$ cat src/rtl/core/eske_pkg.sv
package eske_pkg;

    // Widths of the fixed-point datapath.
    localparam int X_W     = 21;   // argument, signed Q4.16
    localparam int BETA_W  = 22;   // beta, unsigned Q6.16
    localparam int C_W     = 25;   // c, unsigned Q1.24
    localparam int R_W     = 57;   // radicand, Q0.56 up to and including 1.0
    localparam int RES_W   = 58;   // working root of the bit-by-bit square root
    localparam int S_W     = 29;   // root, Q0.28 up to and including 1.0
    localparam int T_W     = 51;   // beta times root, Q7.44
    localparam int K_W     = 7;    // integer part of t / ln2
    localparam int F_W     = 32;   // fractional remainder, Q0.32
    localparam int TERM_W  = 33;   // Taylor term, Q1.32
    localparam int SUM_W   = 34;   // Taylor sum
    localparam int OUT_W   = 63;   // result, unsigned Q47.16
    localparam int CFG_W   = 25;   // configuration write data
    localparam int IDX_W   = 2;    // configuration register index

    localparam int ROOT_STEPS   = 29;
    localparam int DIV_STEPS    = 7;
    localparam int TAYLOR_TERMS = 13;

    localparam logic [43:0]        LN2_Q44  = 44'hB17217F7D1D;
    localparam logic [R_W-1:0]     ONE_Q56  = R_W'(1) << 56;
    localparam logic [TERM_W-1:0]  ONE_Q32  = TERM_W'(1) << 32;
    localparam logic [OUT_W-1:0]   OUT_MAX  = {OUT_W{1'b1}};
    localparam logic [K_W-1:0]     K_SAT    = K_W'(47);
    localparam logic [K_W-1:0]     K_UNITY  = K_W'(16);

    // Register indexes of the configuration port.
    localparam logic [IDX_W-1:0] REG_BETA_SHAPE = IDX_W'(0);
    localparam logic [IDX_W-1:0] REG_SCALE_C    = IDX_W'(1);

    // Sideband that travels with every item along the chain.
    typedef struct packed {
        logic           valid;
        logic           last;
        logic           clamped;
        logic [K_W-1:0] k;
    } side_t;

endpackage

$ cat src/rtl/core/eske_root_cell.sv
module eske_root_cell #(
    parameter int STEP = 0
) (
    input  logic                      clk,
    input  logic                      rst_n,
    input  logic                      en,
    input  eske_pkg::side_t           side_in,
    input  logic [eske_pkg::R_W-1:0]  rem_in,
    input  logic [eske_pkg::RES_W-1:0] res_in,
    output eske_pkg::side_t           side_out,
    output logic [eske_pkg::R_W-1:0]  rem_out,
    output logic [eske_pkg::RES_W-1:0] res_out
);
    import eske_pkg::*;

    // One result bit of the restoring square root per cell.
    localparam logic [RES_W-1:0] BIT = RES_W'(1) << (56 - 2 * STEP);

    side_t             side_reg;
    logic [R_W-1:0]    rem_reg;
    logic [RES_W-1:0]  res_reg;
    logic [RES_W-1:0]  trial;
    logic              take;
    logic [R_W-1:0]    rem_next;
    logic [RES_W-1:0]  res_next;

    always_comb
    begin
        trial    = res_in + BIT;
        take     = ({1'b0, rem_in} >= trial);
        rem_next = take ? (rem_in - trial[R_W-1:0]) : rem_in;
        res_next = take ? ((res_in >> 1) + BIT) : (res_in >> 1);
    end

    always_ff @(posedge clk or negedge rst_n)
    begin
        if (!rst_n)
        begin
            side_reg <= '0;
        end
        else if (en)
        begin
            side_reg <= side_in;
        end
    end

    always_ff @(posedge clk)
    begin
        if (en)
        begin
            rem_reg <= rem_next;
            res_reg <= res_next;
        end
    end

    assign side_out = side_reg;
    assign rem_out  = rem_reg;
    assign res_out  = res_reg;

endmodule

$ cat config.mk
export PLATFORM = sky130hd
export DESIGN_NAME = eske_root_cell
export DESIGN_NICKNAME = d
export VERILOG_FILES = /design/src/rtl/core/eske_pkg.sv /design/src/rtl/core/eske_root_cell.sv
export SDC_FILE = /design/constraint.sdc
export NUM_CORES = 1
export LEC_CHECK = 0
export ABC_CLOCK_PERIOD_IN_PS = 800
export BUFFER_PORTS_ARGS = -buffer_cell sky130_fd_sc_hd__buf_2
export CORE_MARGIN = 2
export CORE_UTILIZATION = 30
export DETAILED_ROUTE_END_ITERATION = 10
export SYNTH_ARGS = -nofsm -noshare
export SYNTH_HDL_FRONTEND = slang
export SYNTH_SLANG_ARGS = --single-unit
$ cat constraint.sdc
create_clock -name clk -period 0.8 [get_ports clk]
set_input_delay 0.04 -clock clk [delete_from_list [all_inputs] [get_ports clk]]
set_output_delay 0.04 -clock clk [all_outputs]
set_load 0.05 [all_outputs]
==> impl_metrics.toml <==
[yosys]
seq_area_frac_synth_pct = 43.7
async_flop_share_pct = 8.00
avgSynthCellArea_um2 = 10.5
synth-edff-count = 115
syn_area_mm2 = 0.00847
ys.flop_type = "edfxtp_1"
yosys.cell_types.count = 68
ys_ff_latch = 125
ys.warnings.count = 0
syn_nets = 994
synthCells = 808

[placed_design]
place_congestion = 0.866
portBuffers = 252
detailed_place.area_mm2 = 0.0122
hpwl_um = 21900
dp_worst_setup_slack_ns = -2.47

[worst_setup_path]
cp_num_buf_inv = 5
cp-end-kind = "register"
crit_arrival_ns = 2.94
path_class = "input pin to register"
path_max_fanout = 8
cp_top_family = "compound AO/OA/AOI/OAI gates"
crit_path_top_delay_cell = "a221o_1"
cp-start-kind = "input pin"
worst_ep_required_time_ns = 0.98
path_cells = "buf_12 -> inv_12 -> ha_4 -> inv_2 -> fa_2 -> a21o_1 -> a221o_1 -> a211oi_4 -> a211oi_4 -> a31oi_4 -> o211ai_4 -> a31oi_4 -> nor2_4 -> buf_12 -> buf_12 -> mux2_4"
crit_top_cell = "buf_12"
slowest_delay_ns = 0.38

[layout]
finalInstanceArea_mm2 = 0.0151
synthToLayoutAreaGrowth_pct = 78.7
drive_gt1_share_pct = 46.7
layout.nets = 1620

[clock_tree]
clk_pin_slew_worst_paths_ns = 0.05
clockRootBuffer = "clkbuf_16"
cts_buffers = 17
clk_path_buf_depth = 2
numClockSinks = 125
htreeDepth = 4
clk_latency_ns = 0.43
cts_tree = "built"

[timing]
setup-tns-final_ns = -140.25
grt_setup_unrepaired = "yes"
worst_pin_slew_ns = 0.454
skew_ns = 0
fin_crit_ns = 2.77
maxSlewViolCount = 0
layout_setup_ws_ns = -1.97
relSlewSlack_pct = 69.4
holdWs_ns = 0.0136
setup_violations = 185
post-route-period-util_pct = 346
hold_viol_final = 0
max_freq_mhz = 361

[detailed_routing]
drtAntennaViolNets = 0
wl_per_cell_um = 16.4
drc_errors = 0
num_vias = 8595
firstDrtPassIters = 4
drt-total-wl_um = 29900
routed_via_density = 4.70
drtIter0Drc = 527

[grt]
antenna_found_initial = 3
grt_max_degree = 17
grt_pass1_vias = 8919
grtUsageTotal_pct = 20.2
gr-total-overflow = 0
grt_pass1_wl_um = 45900

[power]
max-vdd-ir-drop_mv = 1.04
powerDensity_mw_per_mm2 = 1800
leakagePower_nw = 6.94

[die]
die_w_um = 172
core_area_mm2 = 0.0278
start_util_pct = 30.5
die_area_mm2 = 0.0296
io_pins = 253
die_h_um = 172
rows = 61

[status]
violations = "negative setup slack"
outcome = "finished with violations"

[min_path]
worstHoldPathType = "input pin to register"

[job]
cap_violations = 0
-- area by class of cell --
class	count	area (um2)
multi-input cells	570	4510
flip-flops and latches	125	3720
clock inverters	2	11.3
well taps	378	473
fillers	2447	12600
diodes	3	7.51
repair buffers	644	5520
clock buffers	30	608
inverters	76	298
-- path summary, 6_finish.rpt --
path	endpoint	start	slack, ns	cells after the start
worst max-delay path	rem_out[23]	rem_in[0]	-1.97	16
worst min-delay path	rem_out[32]	en	0.01	2
worst max register to register	side_out[9]	side_out[9]	-0.01	1
worst min register to register	side_out[2]	side_out[2]	0.52	1
max in group asynchronous	side_out[0]	rst_n	0.07	3
min in group asynchronous	side_out[5]	rst_n	0.56	3
-- power breakdown --
group	internal (mW)	switching, mW
combinational	5.16	5.80
sequential	7.94	0.352
clock	5.10	2.88
total	18.2	9.03
-- cell usage after synthesis (all sizes together) (2+ instances only) --
cell / number / area share, %
nor3: 13 / 0.77
clkbuf: 23 / 1.0
nor2: 37 / 1.7
edfxtp: 115 / 41
buf: 14 / 1.3
a21o: 28 / 2.5
xnor2: 33 / 3.4
a221oi: 2 / 0.21
nor3b: 2 / 0.18
and2: 3 / 0.22
o21bai: 7 / 0.62
mux2i: 2 / 0.24
a211oi: 7 / 0.74
a21boi: 6 / 0.53
o211ai: 11 / 1.1
a31oi: 11 / 1.2
o311ai: 2 / 0.21
nand4: 18 / 1.3
o21a: 4 / 0.35
nor4: 5 / 0.37
ha: 57 / 8.4
a31o: 4 / 0.41
inv: 76 / 3.4
or3: 4 / 0.30
nand2b: 2 / 0.15
and4: 2 / 0.21
nand3: 15 / 0.89
dfrtp: 10 / 3.0
o31ai: 6 / 0.59
a41oi: 2 / 0.21
and3: 7 / 0.52
o31a: 3 / 0.31
o21ai: 64 / 3.8
mux2: 52 / 8.6
nor2b: 3 / 0.22
a21oi: 70 / 4.1
a221o: 2 / 0.24
nand2: 52 / 2.3
or2: 3 / 0.22
xor2: 15 / 1.6
-- routing by layer --
layer | global-route usage (%) | vias up | routed length [um]
li1 | - | 4255 | -
met1 | 24.6 | 4039 | 12600
met2 | 34.6 | 251 | 14500
met3 | 4.83 | 48 | 1900
met4 | 7.38 | 2 | 789
met5 | 0 | - | 12
-- metrics by stage --
stage                     instances  utilization [%]  power (mW)
after floorplan                 808                -        13.9
after global placement         1670             43.9        17.4
after detailed placement       1670             43.9        17.5
after CTS                      1821             53.9        27.2
after global routing           1827             54.5        28.4
final                          1828             54.5        27.2
-- cell usage in the layout, fill, tap and decap left out, types with 12 or more instances in the layout --
master         Yosys  routed
buf_2              7     123
nand3_1           15      14
o21ai_0           61      53
xor2_1            15      15
buf_12             0      13
a21o_1            28      28
buf_4              1     265
nand2_1           52      50
xnor2_1           33      33
buf_6              6     130
edfxtp_1         115     115
dlygate4sd3_1      0     108
nor2_1            36      33
nor3_1            13      12
a21oi_1           70      66
ha_1              57      49
mux2_4            38      39
nand4_1           18      18
clkbuf_16          0      20
mux2_2            14      13
inv_1             76      73
-- sequential cells by signal, indices dropped and copies added (netlist names) --
signal and count:
res_out 58, rem_out 57, side_out 10
-- kinds of logic (layout without fill, tap and decap cells) --
kind of cell,Yosys count,after routing,share of synthesized area [%]
fa+ha+maj,58,58,8.65
simple gates,170,170,9.79
other cells,0,3,0
xor+xnor,48,48,4.96
compound gates,240,240,18.3
flops,125,125,43.7
mux,54,54,8.83
buf+inv,113,752,5.70
-- timing repair --
item | 4_1_cts | 5_1_grt
setup buffers | 7 | 6
hold buffers | 108 | 0
gates cloned | 4 | 0
pin swaps | 10 | 9
endpoints found under the hold margin | 118 | 0
setup endpoints to repair | 184 | 197
resized for setup | 270 | 31
(Power assumes the default switching activity.)
