--- src/rtl/core/eske_pkg.sv ---
package eske_pkg;

    // Widths of the fixed-point datapath.
    localparam int X_W     = 21;   // argument, signed Q4.16
    localparam int BETA_W  = 22;   // beta, unsigned Q6.16
    localparam int C_W     = 25;   // c, unsigned Q1.24
    localparam int R_W     = 57;   // radicand, Q0.56 up to and including 1.0
    localparam int RES_W   = 58;   // working root of the bit-by-bit square root
    localparam int S_W     = 29;   // root, Q0.28 up to and including 1.0
    localparam int T_W     = 51;   // beta times root, Q7.44
    localparam int K_W     = 7;    // integer part of t / ln2
    localparam int F_W     = 32;   // fractional remainder, Q0.32
    localparam int TERM_W  = 33;   // Taylor term, Q1.32
    localparam int SUM_W   = 34;   // Taylor sum
    localparam int OUT_W   = 63;   // result, unsigned Q47.16
    localparam int CFG_W   = 25;   // configuration write data
    localparam int IDX_W   = 2;    // configuration register index

    localparam int ROOT_STEPS   = 29;
    localparam int DIV_STEPS    = 7;
    localparam int TAYLOR_TERMS = 13;

    localparam logic [43:0]        LN2_Q44  = 44'hB17217F7D1D;
    localparam logic [R_W-1:0]     ONE_Q56  = R_W'(1) << 56;
    localparam logic [TERM_W-1:0]  ONE_Q32  = TERM_W'(1) << 32;
    localparam logic [OUT_W-1:0]   OUT_MAX  = {OUT_W{1'b1}};
    localparam logic [K_W-1:0]     K_SAT    = K_W'(47);
    localparam logic [K_W-1:0]     K_UNITY  = K_W'(16);

    // Register indexes of the configuration port.
    localparam logic [IDX_W-1:0] REG_BETA_SHAPE = IDX_W'(0);
    localparam logic [IDX_W-1:0] REG_SCALE_C    = IDX_W'(1);

    // Sideband that travels with every item along the chain.
    typedef struct packed {
        logic           valid;
        logic           last;
        logic           clamped;
        logic [K_W-1:0] k;
    } side_t;

endpackage

--- src/rtl/core/eske_div_cell.sv ---
module eske_div_cell #(
    parameter int J = 0
) (
    input  logic                      clk,
    input  logic                      rst_n,
    input  logic                      en,
    input  eske_pkg::side_t           side_in,
    input  logic [eske_pkg::T_W-1:0]  rem_in,
    output eske_pkg::side_t           side_out,
    output logic [eske_pkg::T_W-1:0]  rem_out
);
    import eske_pkg::*;

    // Quotient bit J of t / ln2, restoring division by a constant.
    localparam logic [T_W-1:0] DIVISOR = T_W'(LN2_Q44) << J;

    side_t          side_reg;
    side_t          side_next;
    logic [T_W-1:0] rem_reg;
    logic [T_W-1:0] rem_next;
    logic           take;

    always_comb
    begin
        take         = (rem_in >= DIVISOR);
        rem_next     = take ? (rem_in - DIVISOR) : rem_in;
        side_next    = side_in;
        side_next.k[J] = take;
    end

    always_ff @(posedge clk or negedge rst_n)
    begin
        if (!rst_n)
        begin
            side_reg <= '0;
        end
        else if (en)
        begin
            side_reg <= side_next;
        end
    end

    always_ff @(posedge clk)
    begin
        if (en)
        begin
            rem_reg <= rem_next;
        end
    end

    assign side_out = side_reg;
    assign rem_out  = rem_reg;

endmodule

--- config.mk ---
export PLATFORM = sky130hd
export DESIGN_NAME = eske_div_cell
export DESIGN_NICKNAME = d
export VERILOG_FILES = /design/src/rtl/core/eske_pkg.sv /design/src/rtl/core/eske_div_cell.sv
export SDC_FILE = /design/constraint.sdc
export NUM_CORES = 1
export LEC_CHECK = 0
export BUFFER_PORTS_ARGS = -buffer_cell sky130_fd_sc_hd__buf_2
export CORE_ASPECT_RATIO = 0.5
export CORE_MARGIN = 2
export CORE_UTILIZATION = 33
export DETAILED_ROUTE_END_ITERATION = 16
export HOLD_SLACK_MARGIN = 0.08
export PLACE_DENSITY = 0.59
export SLEW_MARGIN = 20
export SYNTH_ARGS = -nofsm -noshare
export SYNTH_HDL_FRONTEND = slang
export SYNTH_SLANG_ARGS = --single-unit
--- constraint.sdc ---
create_clock -name clk -period 1.4 [get_ports clk]
set_clock_uncertainty 0.2 [all_clocks]
set_input_delay 0.07 -clock clk [delete_from_list [all_inputs] [get_ports clk]]
set_output_delay 0.07 -clock clk [all_outputs]
set_load 0.02 [all_outputs]
==> run_results.csv <==
group,metric,value,unit
sta,setup_viol,52,
critical_path,cp_slowest_cell,"or4_4",
clock_network,clock_latency,340,ps
clock_network,cts_buffer_depth,2,
pwr,clock_power_share,37.0,%
critical_path,cpPeakStageDelay,520,ps
critical_path,critPathTopFamily,"simple AND/OR/NAND/NOR gates",
clock_network,htreeDepth,3,
floorplanning,die_h,77.1,um
floorplanning,die_area,0.0116,sq mm
sta,relSlewSlack,59.3,%
global_route,grt_max_degree,35,
global_route,met2_usage,33.4,%
yosys,synth.top_cells.by_count,"edfxtp_1 (51), nor2_1 (33), xor2_1 (32), nand2_1 (27), xnor2_1 (18)",
worst_hold_path,whs_path_depth,4,
cells_and_area,drive_gt1_share,54.6,%
yosys,yosysMostFrequentCell,"edfxtp_1",
critical_path,reg2regPathDepth,1,
global_route,use_met3,5.42,%
drt,via_count,3705,
yosys,synth_cell_types,55,
pwr,leakagePower,0.00284,uW
critical_path,cp_data_arrival_time,2180,ps
floorplanning,pin_count,125,
drt,initialDrtViolationCount,219,
global_route,grt_pass1_vias,3689,
clock_network,cts_tree,"yes",
run,max-cap-violations,0,
floorplanning,fp.dieW,150,um
global_route,grt_antenna_before_repair,0,
worst_hold_path,min_path_type,"input port to flip-flop",
critical_path,crit_chain,"buf_6 -> or4_4 -> or4_4 -> a21oi_4 -> o31ai_4 -> or2_4 -> buf_12 -> and3_4 -> xor2_1",
pwr,p_sw_share,27.9,%
critical_path,crit_fanout,8,
global_route,grt_pass1_wl,18.0,mm
cells_and_area,utilization,63.8,%
global_route,top_usage_layer,"met2",
drt,first_pass_iters,5,
drt,remaining_drc_errors,0,
yosys,synth_ff_type,"edfxtp_1",
pwr,p_per_area,884,mW/mm^2
yosys,synth-async-reset-ratio,16.4,%
critical_path,path_buf_inv,2,
drt,wl_per_cell,15.0,um
status,status,"finished, violations left",
clock_network,clock_sinks,61,
drt,vias_per_cell,4.78,
pwr,p_int,4190,uW
sta,setup_ws,-892,ps
critical_path,path_common_cell,"or4_4",
critical_path,worst-path-stages,9,
critical_path,end_kind,"flip-flop",
status,violations,"setup timing",
pwr,peakVddDrop,0.000470,V
placed_design,dp_hpwl,8.16,mm
placed_design,port_buffers,123,
yosys,synth-seq-cells,61,
drt,routed_wl,11.6,mm
sta,fin_crit,2290,ps
sta,grt_setup_unrepaired,"true",
yosys,synthCells,316,
clock_network,cts-root-buf,"clkbuf_16",
cells_and_area,diodes,0,
yosys,synth-edff-count,51,
sta,max_slew.worst_pin.slew,606,ps
yosys,ys_warn_count,0,
floorplanning,fp-row-count,26,
critical_path,crit_type,"input port to flip-flop",
drt,ant_nets,0,
clock_network,cts_buffers,9,
global_route,track_usage,20.2,%
sta,finalHoldViolations,0,
sta,max_freq,436,MHz
yosys,yosysSeqAreaShare,50.6,%
floorplanning,coreArea,0.0103,sq mm
floorplanning,initial_utilization,34.2,%
global_route,grt.overflow.total,0,
yosys,synth_area,0.00352,sq mm
sta,fin_setup_tns,-40920,ps
yosys,synth_top_area_share,43.5,%
critical_path,start_kind,"input port",
pwr,p_seq_share,38.5,%
yosys,synth_top_cell_by_area,"edfxtp_1",
clock_network,path_clk_slew,60,ps
pwr,p_switching,1620,uW
yosys,ys_top_cells_by_area,"edfxtp_1 (43%), xor2_1 (8.0%), dfrtp_1 (7.1%)",
cells_and_area,fin_nets,696,
pwr,finalPower,5810,uW
placed_design,gp_congestion,0.878,
sta,finalCritPeriodShare,164,%
sta,drv_slew,0,
yosys,synth_fp_nets,382,
global_route,use_met1,25.8,%
cells_and_area,area_growth,86.7,%
pwr,comb_power_share,24.5,%
critical_path,cp_data_required_time,1280,ps
yosys,avgSynthCellArea,11.1,sq um
==> worst min-delay path, delay by kind of cell <==
kind	cells	cell delay, ps
buf+inv	2	230
xor+xnor	1	120
compound gates	1	60
==> through the flow <==
step	area, sq um	hold slack [ps]	std cells	setup WS [ps]
after floorplan	3600	-426	316	-1010
after global placement	5280	-258	691	-1250
after detailed placement	5280	-260	691	-1280
after CTS	6320	44.4	771	-819
after global routing	6580	95.5	775	-907
final	6580	73.7	775	-892
==> per-layer routing <==
metal	wire length, um	vias up
li1	-	1817
met1	5120	1778
met2	5740	99
met3	635	11
met4	115	0
met5	0	-
==> power by group through the flow <==
stage / combinational [uW] / clock (uW) / sequential [uW]
2_1_floorplan: 311 / 0 / 2520
5_1_grt: 1520 / 2300 / 2260
4_1_cts: 1370 / 2210 / 2240
6_report: 1420 / 2150 / 2240
3_3_place_gp: 1190 / 0 / 2280
3_5_place_dp: 1210 / 0 / 2280
==> cell usage in the layout (no fill, tap or decap), types with 4 or more instances in the layout <==
cell	count
a21oi_1	8
buf_2	122
buf_4	120
buf_6	4
clkbuf_16	12
dfrtp_1	10
dlygate4sd3_1	62
edfxtp_1	51
inv_4	5
mux2_2	9
nand2_1	21
nand2_4	4
nand3_1	9
nor2_1	22
nor2_2	8
nor3_1	7
nor3_2	8
o21ai_0	8
or4_4	4
xnor2_1	12
xnor2_2	6
xor2_1	32
==> area by class of cell <==
cell class | count | area [sq um]
Clock buffer | 10 | 250
Clock inverter | 6 | 40.0
Fill cell | 828 | 3730
Inverter | 3 | 11.3
Multi-Input combinational cell | 242 | 2030
Sequential cell | 61 | 1780
Tap cell | 140 | 175
Timing Repair Buffer | 313 | 2290
==> sequential cells by signal, indices dropped and copies added (netlist names) <==
| register | flops |
|---|---|
| rem_out | 51 |
| side_out | 10 |
==> path summary, 6_finish.rpt <==
kind	end	slack (ps)	startpoint
hold reg to reg	side_out[5]	300	side_out[5]
setup reg to reg	side_out[9]	440	side_out[9]
hold / removal	rem_out[30]	70	rem_in[29]
min in group asynchronous	side_out[4]	550	rst_n
max in group asynchronous	side_out[0]	130	rst_n
setup / recovery	rem_out[17]	-890	rem_in[46]
==> cell families after synthesis <==
| family | after synthesis | share of synthesized area [%] |
|---|---|---|
| multiplexers | 9 | 2.88 |
| AND/OR/NAND/NOR | 128 | 20.1 |
| AO/OA/AOI/OAI | 53 | 11.3 |
| adder cells (fa/ha/maj) | 2 | 0.710 |
| XOR/XNOR | 50 | 12.4 |
| buffers and inverters | 13 | 2.06 |
| flip-flops | 61 | 50.6 |
==> what timing repair did <==
action | 4_1_cts | 5_1_grt
buffers inserted | 2 | 2
pin swaps | 12 | 11
resized for setup | 21 | 38
hold endpoints to repair | 92 | 0
endpoints found under the setup margin | 52 | 52
hold buffers | 62 | 0
cloned | 0 | 2
No activity file was read; power rests on OpenSTA's default activity.
