**src/rtl/core/eske_pkg.sv**
```systemverilog
package eske_pkg;

    // Widths of the fixed-point datapath.
    localparam int X_W     = 21;   // argument, signed Q4.16
    localparam int BETA_W  = 22;   // beta, unsigned Q6.16
    localparam int C_W     = 25;   // c, unsigned Q1.24
    localparam int R_W     = 57;   // radicand, Q0.56 up to and including 1.0
    localparam int RES_W   = 58;   // working root of the bit-by-bit square root
    localparam int S_W     = 29;   // root, Q0.28 up to and including 1.0
    localparam int T_W     = 51;   // beta times root, Q7.44
    localparam int K_W     = 7;    // integer part of t / ln2
    localparam int F_W     = 32;   // fractional remainder, Q0.32
    localparam int TERM_W  = 33;   // Taylor term, Q1.32
    localparam int SUM_W   = 34;   // Taylor sum
    localparam int OUT_W   = 63;   // result, unsigned Q47.16
    localparam int CFG_W   = 25;   // configuration write data
    localparam int IDX_W   = 2;    // configuration register index

    localparam int ROOT_STEPS   = 29;
    localparam int DIV_STEPS    = 7;
    localparam int TAYLOR_TERMS = 13;

    localparam logic [43:0]        LN2_Q44  = 44'hB17217F7D1D;
    localparam logic [R_W-1:0]     ONE_Q56  = R_W'(1) << 56;
    localparam logic [TERM_W-1:0]  ONE_Q32  = TERM_W'(1) << 32;
    localparam logic [OUT_W-1:0]   OUT_MAX  = {OUT_W{1'b1}};
    localparam logic [K_W-1:0]     K_SAT    = K_W'(47);
    localparam logic [K_W-1:0]     K_UNITY  = K_W'(16);

    // Register indexes of the configuration port.
    localparam logic [IDX_W-1:0] REG_BETA_SHAPE = IDX_W'(0);
    localparam logic [IDX_W-1:0] REG_SCALE_C    = IDX_W'(1);

    // Sideband that travels with every item along the chain.
    typedef struct packed {
        logic           valid;
        logic           last;
        logic           clamped;
        logic [K_W-1:0] k;
    } side_t;

endpackage

```
**src/rtl/core/eske_taylor_cell.sv**
```systemverilog
module eske_taylor_cell #(
    parameter int N = 1
) (
    input  logic                         clk,
    input  logic                         rst_n,
    input  logic                         en,
    input  eske_pkg::side_t              side_in,
    input  logic [eske_pkg::F_W-1:0]     f_in,
    input  logic [eske_pkg::TERM_W-1:0]  term_in,
    input  logic [eske_pkg::SUM_W-1:0]   sum_in,
    output eske_pkg::side_t              side_out,
    output logic [eske_pkg::F_W-1:0]     f_out,
    output logic [eske_pkg::TERM_W-1:0]  term_out,
    output logic [eske_pkg::SUM_W-1:0]   sum_out
);
    import eske_pkg::*;

    // Division by N is a multiply by floor(2^36 / N) and one correction step.
    localparam int              RSH   = 36;
    localparam logic [36:0]     RECIP = 37'((64'd1 << RSH) / N);
    localparam logic [TERM_W-1:0] NQ  = TERM_W'(N);

    // Stage A: product with f.
    side_t                side_a_reg;
    logic [F_W-1:0]       f_a_reg;
    logic [SUM_W-1:0]     sum_a_reg;
    logic [TERM_W-1:0]    pr_a_reg;
    logic [64:0]          prod;

    // Stage B: reciprocal multiply.
    side_t                side_b_reg;
    logic [F_W-1:0]       f_b_reg;
    logic [SUM_W-1:0]     sum_b_reg;
    logic [TERM_W-1:0]    pr_b_reg;
    logic [TERM_W-1:0]    q_b_reg;
    logic [69:0]          qm;

    // Stage C: correction and accumulation.
    side_t                side_c_reg;
    logic [F_W-1:0]       f_c_reg;
    logic [SUM_W-1:0]     sum_c_reg;
    logic [TERM_W-1:0]    term_c_reg;
    logic [TERM_W-1:0]    rem;
    logic [TERM_W-1:0]    term_next;
    logic [SUM_W-1:0]     sum_next;

    always_comb
    begin
        prod      = term_in * f_in;
        qm        = pr_a_reg * RECIP;
        rem       = pr_b_reg - TERM_W'(q_b_reg * NQ);
        term_next = q_b_reg + TERM_W'(rem >= NQ);
        sum_next  = sum_b_reg + SUM_W'(term_next);
    end

    always_ff @(posedge clk or negedge rst_n)
    begin
        if (!rst_n)
        begin
            side_a_reg <= '0;
            side_b_reg <= '0;
            side_c_reg <= '0;
        end
        else if (en)
        begin
            side_a_reg <= side_in;
            side_b_reg <= side_a_reg;
            side_c_reg <= side_b_reg;
        end
    end

    always_ff @(posedge clk)
    begin
        if (en)
        begin
            f_a_reg    <= f_in;
            sum_a_reg  <= sum_in;
            pr_a_reg   <= prod[64:32];
            f_b_reg    <= f_a_reg;
            sum_b_reg  <= sum_a_reg;
            pr_b_reg   <= pr_a_reg;
            q_b_reg    <= qm[RSH+TERM_W-1:RSH];
            f_c_reg    <= f_b_reg;
            sum_c_reg  <= sum_next;
            term_c_reg <= term_next;
        end
    end

    assign side_out = side_c_reg;
    assign f_out    = f_c_reg;
    assign term_out = term_c_reg;
    assign sum_out  = sum_c_reg;

endmodule

```
**config.mk**
```make
export PLATFORM = sky130hd
export DESIGN_NAME = eske_taylor_cell
export DESIGN_NICKNAME = d
export VERILOG_FILES = /design/src/rtl/core/eske_pkg.sv /design/src/rtl/core/eske_taylor_cell.sv
export SDC_FILE = /design/constraint.sdc
export NUM_CORES = 2
export LEC_CHECK = 0
export BUFFER_PORTS_ARGS = -buffer_cell sky130_fd_sc_hd__buf_2
export CAP_MARGIN = 5
export CORE_MARGIN = 4
export CORE_UTILIZATION = 60
export CTS_CLUSTER_SIZE = 12
export DETAILED_ROUTE_END_ITERATION = 10
export GPL_ROUTABILITY_DRIVEN = 0
export HOLD_SLACK_MARGIN = 0.03
export PLACE_DENSITY = 0.74
export SETUP_SLACK_MARGIN = 0.5
export SLEW_MARGIN = 20
export SYNTH_ARGS = -nofsm -noshare
export SYNTH_HDL_FRONTEND = slang
export SYNTH_SLANG_ARGS = --single-unit
```
**constraint.sdc**
```tcl
create_clock -name clk -period 4 [get_ports clk]
set_input_delay 0.6 -clock clk [delete_from_list [all_inputs] [get_ports clk]]
set_output_delay 0.6 -clock clk [all_outputs]
set_load 0.05 [all_outputs]
```
==> metrics.txt <==
final setup vio count=33; vias per cell=between 5 and 6; DRT Pass-1 Iters=5; CTS tree=built; WP buf/inv=10; mux cell area share after synthesis=0.007557; largest net degree at the start of global routing=between 100 and 150; commonest non-fill, non-tap cell in the layout=inv_1; CP most frequent cell=fa_1; syn_area_per_cell=between 10 and 15 µm²; Die H=281.0 µm; Final HPWL DP=slightly above 90 mm; Post-Synth XOR/XNOR Area=0.01293; Worst-Margin Slew=~1000 ps; CP endpoint kind=flip-flop; core area=~73000 µm²; Clock Sink Count=327; Global Route met1 Usage=0.4272; Layout area overhead=17.63%; initial antenna violation count=4; met2 usage=0.4601; largest family of logic cells by synthesized area=adder cells; H-tree depth=2; Final Cycle Share=1.833; failing checks=negative setup slack; Crit Path Max Fanout=4; worst hold-check path type=input pin to async pin; fmax=~140 MHz; Critical Setup Path Class=input pin to flip-flop; Post-route DRC=0; wire per inst=roughly 20 µm; Syn Nets=roughly 5600; fin. max-slew vios=0; R2R setup slack=approximately 680 ps; Syn. warnings=0; Clock transition at path regs=~60 ps; antenna viol nets, final=0; total CTS buffers=35; Worst Hold Slack=91.55 ps; Syn Inst Count=about 4200; min cycle time layout=around 7300 ps; Overflow after GRT=0; CTS max path bufs=3; Die Area=~79000 µm²; clk root buf=clkbuf_16; #FFs+latches synth=between 300 and 400; share of cells above drive strength 1=0.1916; filler cell count=about 5100; Port Buffers=220; vias in the first global route=around 33000; nets=slightly above 6000; post-synthesis sequential area ratio=0.2163; Synth Flop Type=edfxtp_1; drt first-iter violations=2310; mapped cell area=between 40000 and 50000 µm²; RSZ-0062 raised after global routing=true; routed via count=~31000; worst skew pair latency=between 500 and 600 ps; normalized max-slew margin=0.3247; skew final=between 20 and 25 ps; GRT Overall Usage=0.2961; Unique masters post-synth=60; Initial Util=0.6086; IO Pins=approximately 220; first-pass GRT wire length=181.8 mm; status=finished, violations left; Rows=between 90 and 100; hold_buf cts=0; global route hottest layer=met2; met3 GRT Util=0.07534; Final Hold Viols=0; WL final=roughly 120 mm; crit path max-delay cell type=fa_1; Worst EP required=about 4300 ps; ys async rst share=0.09174; adder-cell area share of the yosys netlist=0.4970; Synth Area in Compound Gates=0.03658; EDFF count, synth=approximately 300; Die X=approximately 280 µm; Setup crit start kind=input pin; commonest cells after routing, fill and taps aside=911 x inv_1, 885 x fa_1, 584 x nand2_1; Worst path max stage delay=550 ps; Worst Path Arrival=roughly 7600 ps; max cap viols=0; Post-Synth Simple-Gate Area=0.1339; PnR worst setup slack=-3330 ps; CP delay by family, top=adder cells
-- worst paths after layout --
kind	depth (start not counted)	endpoint	startpoint
max in group asynchronous	1	side_a_reg[9]$_DFFE_PN0P_	rst_n
setup / recovery	30	pr_a_reg[23]$_DFFE_PP_	term_in[10]
min in group clk	1	sum_a_reg[7]$_DFFE_PP_	sum_in[7]
setup reg to reg	11	sum_out[33]$_DFFE_PP_	pr_b_reg[5]$_DFFE_PP_
hold reg to reg	0	sum_b_reg[0]$_DFFE_PP_	sum_a_reg[0]$_DFFE_PP_
hold / removal	1	side_out[4]$_DFFE_PN0P_	rst_n
-- cell usage after synthesis, types with 5 or more instances --
| cell | count | area, µm² |
|---|---|---|
| a31oi_1 | 5 | 31.28 |
| o21ai_0 | 32 | 160.2 |
| edfxtp_1 | 297 | 8919 |
| xnor2_1 | 45 | 394.1 |
| nor2b_1 | 8 | 50.05 |
| and2_1 | 493 | 3084 |
| clkbuf_1 | 204 | 765.7 |
| xor2_1 | 21 | 183.9 |
| inv_1 | 931 | 3495 |
| o211ai_1 | 10 | 75.07 |
| a211oi_1 | 9 | 67.56 |
| dfrtp_1 | 30 | 750.7 |
| nand2_1 | 590 | 2215 |
| a21oi_1 | 71 | 355.3 |
| o21bai_1 | 13 | 97.59 |
| nand2b_1 | 10 | 62.56 |
| nor3_1 | 14 | 70.07 |
| a21o_1 | 51 | 382.9 |
| or3_1 | 5 | 31.28 |
| fa_1 | 926 | 18540 |
| ha_1 | 294 | 3679 |
| mux2_2 | 30 | 337.8 |
| nor2_1 | 38 | 142.6 |
| nand4_1 | 13 | 81.33 |
| o21a_1 | 15 | 112.6 |
| nand3_1 | 21 | 105.1 |
| and3_1 | 9 | 56.30 |
-- worst register-to-register path: cells and delay by family, from the launching register on --
kind            cells  cell delay [ps]
compound gates      6             1550
simple gates        3              760
flops               1              430
fa+ha+maj           1              260
xor+xnor            1               80
-- logic make-up (layout without fill, tap and decap cells) --
family | Yosys count | after routing
muxes | 30 | 30
DFF | 327 | 327
and+or+nand+nor | 1212 | 1212
AOI/OAI and AO/OA | 240 | 240
buffers and inverters | 1138 | 1643
xor gates and xnor gates | 66 | 66
adders and majority gates | 1220 | 1220
other | 0 | 1
-- through the flow --
stage | setup TNS, ps | setup slack, ps | instance area, µm² | utilization | instances
2_1_floorplan | -94530 | -3277 | 45060 | - | 4233
3_3_place_gp | -123550 | -4010 | 49690 | 0.6765 | 5586
3_5_place_dp | -128090 | -4193 | 49690 | 0.6765 | 5586
4_1_cts | -99890 | -3290 | 51620 | 0.7027 | 5670
5_1_grt | -107220 | -3475 | 52580 | 0.7158 | 5697
6_report | -102300 | -3330 | 52580 | 0.7159 | 5698
-- metal layers --
layer	share of wire	wire (µm)
met5	0	0
met2	0.46	52620
met3	0.11	13010
met4	0.023	2666
met1	0.41	46770
-- cell type report --
type	count	area, µm²	area share
Timing Repair Buffer	654	5633	0.1071
Antenna cell	1	2.502	0.00004759
Clock inverter	8	105.1	0.001999
Tap cell	959	1200	0.02282
Multi-Input combinational cell	2768	31520	0.5994
Clock buffer	50	962.2	0.01830
Inverter	931	3495	0.06646
Sequential cell	327	9669	0.1839
-- what timing repair did --
item	in CTS	in global routing
endpoints found under the setup margin	35	36
hold endpoints to repair	0	0
resized for setup	156	199
gates cloned	2	5
pin swaps	81	140
setup buffers	24	22
Power is left out: the tool's default activity adds up to more than one toggle a clock period on the data nets, which glitch-free logic cannot reach.
